`config.mk`:
```
export PLATFORM = sky130hd
export DESIGN_NAME = ppls_isqrt
export DESIGN_NICKNAME = d
export VERILOG_FILES = /design/src/sv/ppls_pkg.sv /design/src/sv/ppls_isqrt.sv
export SDC_FILE = /design/constraint.sdc
export NUM_CORES = 2
export LEC_CHECK = 0
export BUFFER_PORTS_ARGS = -buffer_cell sky130_fd_sc_hd__buf_2
export CORE_MARGIN = 3
export CORE_UTILIZATION = 61
export DETAILED_ROUTE_END_ITERATION = 10
export PLACE_DENSITY_LB_ADDON = 0.12
export SYNTH_ARGS = -nofsm -noshare
export SYNTH_HDL_FRONTEND = slang
export SYNTH_SLANG_ARGS = --single-unit
```
`constraint.sdc`:
```
create_clock -name clock -period 10.48 [get_ports clock]
set_input_delay 1.048 -clock clock [delete_from_list [all_inputs] [get_ports clock]]
set_output_delay 1.048 -clock clock [all_outputs]
set_load 0.03 [all_outputs]
```
`src/sv/ppls_pkg.sv`:
```
`timescale 1ns / 1ps
// ----------------------------------------------------------------------------
// Phong point-light shader package
// Shared widths, register codes, carried payload types and the saturating
// Q2.14 multiply used throughout the shading pipeline.
// ----------------------------------------------------------------------------
package ppls_pkg;

   localparam int SHININESS_BITS_DEF = 8;
   localparam int SHIN_W = 8;     // width of the shininess field
   localparam int POS_W = 32;     // Q16.16 position
   localparam int VEC_W = 16;     // Q2.14 vector component
   localparam int COL_W = 16;     // Q2.14 colour / coefficient
   localparam int DIF_W = POS_W + 1;
   localparam int NRM_W = 30;     // normalised magnitude, top bit at 29
   localparam int SQ_W = 62;      // sum of three squares
   localparam int LEN_W = SQ_W / 2;
   localparam int FRAC_W = 14;
   localparam int QUO_W = FRAC_W + 1;
   localparam int REQ_W = 296;
   localparam int RSP_W = 48;
   localparam int CSR_AW = 3;
   localparam int CSR_DW = 32;

   localparam logic [31:0] ONE_Q14 = 32'd16384;
   localparam logic [COL_W-1:0] INT_RESET = 16'd16384;

   localparam logic [CSR_AW-1:0] REG_LIGHT_POS_X = 3'd0;
   localparam logic [CSR_AW-1:0] REG_LIGHT_POS_Y = 3'd1;
   localparam logic [CSR_AW-1:0] REG_LIGHT_POS_Z = 3'd2;
   localparam logic [CSR_AW-1:0] REG_LIGHT_RED = 3'd3;
   localparam logic [CSR_AW-1:0] REG_LIGHT_GREEN = 3'd4;
   localparam logic [CSR_AW-1:0] REG_LIGHT_BLUE = 3'd5;

   // Per-item fields that ride along the whole pipeline.
   typedef struct packed {
      logic [2:0]             neg;
      logic [2:0][VEC_W-1:0]  eye;
      logic [2:0][VEC_W-1:0]  normal;
      logic [2:0][COL_W-1:0]  mat;      // index 0 red, 1 green, 2 blue
      logic [COL_W-1:0]       ka;
      logic [COL_W-1:0]       kd;
      logic [COL_W-1:0]       ks;
      logic [SHIN_W-1:0]      shin;
   } side_type;

   typedef struct packed {
      side_type               side;
      logic [2:0][NRM_W-1:0]  mag;
   } sq_pay_type;

   typedef struct packed {
      side_type side;
      logic     zero;
   } div_pay_type;

   typedef struct packed {
      side_type    side;
      logic        lit;
      logic [16:0] ln14;
   } shade_type;

   // Q2.14 product, floor, saturated to 32 bits.
   function automatic logic [31:0] qmul(input logic [31:0] a, input logic [31:0] b);
      logic [63:0] p;
      p = {32'd0, a} * {32'd0, b};
      if (p[63:46] != 18'd0) begin
         return 32'hFFFF_FFFF;
      end
      return p[45:14];
   endfunction

endpackage

```
`src/sv/ppls_isqrt.sv`:
```
`timescale 1ns / 1ps
// ----------------------------------------------------------------------------
// Pipelined integer square root
// Floor square root, one root bit resolved per register stage, with a
// payload carried alongside.
// ----------------------------------------------------------------------------
module ppls_isqrt #(
   parameter int IN_W = ppls_pkg::SQ_W,
   parameter int PAY_W = 1
) (
   input  logic                 clock,
   input  logic                 reset,
   input  logic                 en,
   input  logic                 in_valid,
   input  logic [IN_W-1:0]      in_x,
   input  logic [PAY_W-1:0]     in_pay,
   output logic                 out_valid,
   output logic [IN_W/2-1:0]    out_root,
   output logic [PAY_W-1:0]     out_pay
);
   localparam int ROOT_W = IN_W / 2;
   localparam int REM_W = ROOT_W + 2;

   logic              v_ff    [ROOT_W];
   logic [IN_W-1:0]   x_ff    [ROOT_W];
   logic [REM_W-1:0]  rem_ff  [ROOT_W];
   logic [ROOT_W-1:0] root_ff [ROOT_W];
   logic [PAY_W-1:0]  pay_ff  [ROOT_W];

   genvar k;
   generate
      for (k = 0; k < ROOT_W; k++) begin : g_step
         logic              v_src;
         logic [IN_W-1:0]   x_src;
         logic [REM_W-1:0]  rem_src;
         logic [ROOT_W-1:0] root_src;
         logic [PAY_W-1:0]  pay_src;
         logic [REM_W-1:0]  rem_sh;
         logic [REM_W-1:0]  trial;
         logic [REM_W-1:0]  rem_in;
         logic [ROOT_W-1:0] root_in;
         logic              ge;

         if (k == 0) begin : g_first
            assign v_src = in_valid;
            assign x_src = in_x;
            assign rem_src = '0;
            assign root_src = '0;
            assign pay_src = in_pay;
         end else begin : g_next
            assign v_src = v_ff[k-1];
            assign x_src = x_ff[k-1];
            assign rem_src = rem_ff[k-1];
            assign root_src = root_ff[k-1];
            assign pay_src = pay_ff[k-1];
         end

         always_comb begin
            rem_sh = {rem_src[ROOT_W-1:0], x_src[IN_W-1 -: 2]};
            trial = {root_src, 2'b01};
            ge = (rem_sh >= trial);
            rem_in = ge ? (rem_sh - trial) : rem_sh;
            root_in = {root_src[ROOT_W-2:0], ge};
         end

         always_ff @(posedge clock) begin
            if (reset) begin
               v_ff[k] <= 1'b0;
            end else if (en) begin
               v_ff[k] <= v_src;
            end
         end

         always_ff @(posedge clock) begin
            if (en) begin
               x_ff[k] <= x_src << 2;
               rem_ff[k] <= rem_in;
               root_ff[k] <= root_in;
               pay_ff[k] <= pay_src;
            end
         end
      end
   endgenerate

   assign out_valid = v_ff[ROOT_W-1];
   assign out_root = root_ff[ROOT_W-1];
   assign out_pay = pay_ff[ROOT_W-1];

endmodule

```
==> results.txt <==
H-tree depth - 4
Critical Path AT - 4.87 ns
Post-synthesis instance total - 8358
Clock Latency Late Sink - 0.87 ns
Max-slew headroom - 17.1%
Total power - 0.0271 W
CP Cell Sequence - ha_1 > o21a_1 > o21ai_0 > a21oi_1 > o41a_1 > o41ai_1 > o211a_1 > or3_1 > nor3b_1 > xor2_1
Port Buffers - 99
Routed Antenna Nets - 0
Largest family of logic cells by synthesized area - compound AO/OA/AOI/OAI gates
Worst setup path start - rem_ff[3][33]
Drt pass-1 iters - 6
CP max stage delay - 0.85 ns
Required time worst endpoint - 11.08 ns
Synth Area in XOR/XNOR - 5.83%
Syn_nets - 8953
Initial antenna violation count - 5
Syn-to-layout area delta - 10.5%
CP Class - reg2reg
RSZ-0062 raised after global routing - false
Via count - 64736
Leakage power - 46.6 nW
R2R Path Start - rem_ff[3][33]
Unique masters post-synth - 87
Yosys reg bits - 2375
CTS tree - built
Type of the most critical hold path - in2reg
Postcts setup bufs - 0
Vias in the first global route - 62735
Pins Over Slew Limit - 0
Psw - 0.00761 W
Max_cap viols - 0
Register share of total power - 47.2%
Fill count - 12566
WL/cell - 18.8 µm
Die height - 430 µm
Vias per std cell - 5.81
Crit-path max FO - 32
Clock-pin slew on the worst setup and hold paths - 0.07 ns
Worst hold start - in_x[48]
Most common cell after layout, fill and taps aside - edfxtp_1
Slowest CP cell - o211a_1
Yosys warns - 0
Layout cell share with drive strength beyond 1 - 8.10%
Fmax achieved - 234 MHz
Max rail drop VDD - 0.179 mV
Fin crit share - 40.8%
Clock skew - 0.0424 ns
CTS Hold Bufs - 0
Gate power share - 20.9%
Outcome - complete, no violations
Final setup fails - 0
Post-layout util - 67.9%
Post-Synth Simple-Gate Area - 9.46%
Main synth FF type - edfxtp_1
Final hold violation count - 0
Post-synthesis mux area share - 1.33%
Total grt overflow - 0
Setup TNS - 0 ns
GRT Total Usage - 22.5%
CTS buffer count - 235
Min Clock Period, post-route - 4.28 ns
# nets final - 9178
HPWL Detailed - 146000 µm
Async set-reset flop share out of synthesis - 0%
Std cell rows - 155
Max clock buf depth - 3
Chip Width - 430 µm
Power Internal - 0.0195 W
# IOs - 100
Most frequent cells in the layout - edfxtp_1 (2375), inv_1 (678), nor2_1 (569)
Pwr per Cell Area - 224 mW/mm²
Clock power frac - 31.9%
Sequential element share of the synthesized area - 65.0%
Synth Cell Area - 0.110 mm²
Total Wirelength - 209000 µm
Largest net degree at the start of global routing - 190
Starting Density - 61.5%
Synthesized area per cell - 13.1 µm²
Synth Area in Compound Gates - 9.49%
Core ar. - 0.179 mm²
Startpoint Class - flip-flop
Sw Ratio - 28.0%
CTS sink count - 2375
CTS resizes - 0
Gpl congestion - 0.919
Initial DRC Count - 5508
Actual slew at the worst max-slew pin - 1.23 ns
Root Driver - clkbuf_16
Die ar. - 0.185 mm²
DRC viols - 0
Critical Path Sink Type - flip-flop
Post-synth EDFFs - 2375
Synth Area in Adders - 6.02%
Global-route wire length before repair - 335000 µm
worst max-delay path, delay by kind of cell, from the launching register on:
family,cells,cell delay [ns]
compound gates,6,2.56
xor+xnor,1,0.16
flops,1,0.42
simple gates,2,0.48
fa+ha+maj,1,0.37
power groups by stage:
| stage | clock network (W) | registers, W | logic (W) |
|---|---|---|---|
| floorplan | 0 | 0.0127 | 0.00426 |
| global placement | 0 | 0.0130 | 0.00546 |
| detailed placement | 0 | 0.0130 | 0.00557 |
| CTS | 0.00889 | 0.0128 | 0.00562 |
| global route | 0.00928 | 0.0129 | 0.00633 |
| finish | 0.00866 | 0.0128 | 0.00567 |
final cells by class:
class | instances | area (µm²) | share of cell area, %
flip-flops and latches | 2375 | 71300 | 58.8
repair buffers | 146 | 986 | 0.813
diodes | 1 | 2.50 | 0.00206
well taps | 2355 | 2950 | 2.43
multi-input cells | 5144 | 35400 | 29.1
clock buffers | 269 | 6030 | 4.97
clock inverters | 174 | 2140 | 1.77
inverters | 681 | 2560 | 2.11
per-stage QoR:
step | hold slack (ns) | setup slack (ns) | std cells | instance area [µm²]
after floorplan | 0.400 | 7.14 | 8358 | 110000
after global placement | 0.400 | 6.39 | 10700 | 113000
after detailed placement | 0.405 | 6.27 | 10700 | 113000
after CTS | 0.249 | 6.20 | 11143 | 121000
after global routing | 0.276 | 5.96 | 11145 | 121000
final | 0.339 | 6.20 | 11145 | 121000
cell families (layout without fill, tap and decap cells):
family	count (synthesis)	count (layout)
other	1	2
buffers and inverters	839	1270
and+or+nand+nor	2087	2087
DFF	2375	2375
adders and majority gates	528	528
muxes	131	131
xor gates and xnor gates	731	731
AOI/OAI and AO/OA	1666	1666
synth_stat cells (all sizes together) (47+ instances only):
cell type  number  area, µm²
clkbuf        140        526
nand2         482       1810
o21ai         379       1900
nor2b          74        463
mux2          121       1360
nand4          91        569
and2           64        400
o21bai         50        375
nor3          177        886
ha            528       6610
or3            79        504
nor4          110        707
edfxtp       2375      71300
inv           679       2550
a21o          213       1600
a21oi         540       2700
nand2b         74        470
o21a          115        863
or4            47        372
xnor2         391       3420
nor2          570       2140
xor2          340       2980
nand3         132        661
flip-flops by register name, indices dropped and copies added, names as in the netlist:
register,cells
x_ff,930
pay_ff,31
rem_ff,887
v_ff,31
root_ff,496
worst paths after layout:
kind	to	slack (ns)	depth (start not counted)
worst max register to register	rem_ff[3][96]	6.20	10
worst min register to register	x_ff[16][46]	0.39	0
worst max-delay path	rem_ff[3][96]	6.20	10
worst min-delay path	x_ff[0][48]	0.34	1
layer usage:
metal / GRT usage [%] / wire length, µm
met4: 6.24 / 5030
met3: 3.69 / 10900
met1: 32.3 / 95100
met2: 36.1 / 98200
met5: 0 / 0
No activity file was read; power rests on OpenSTA's default activity.
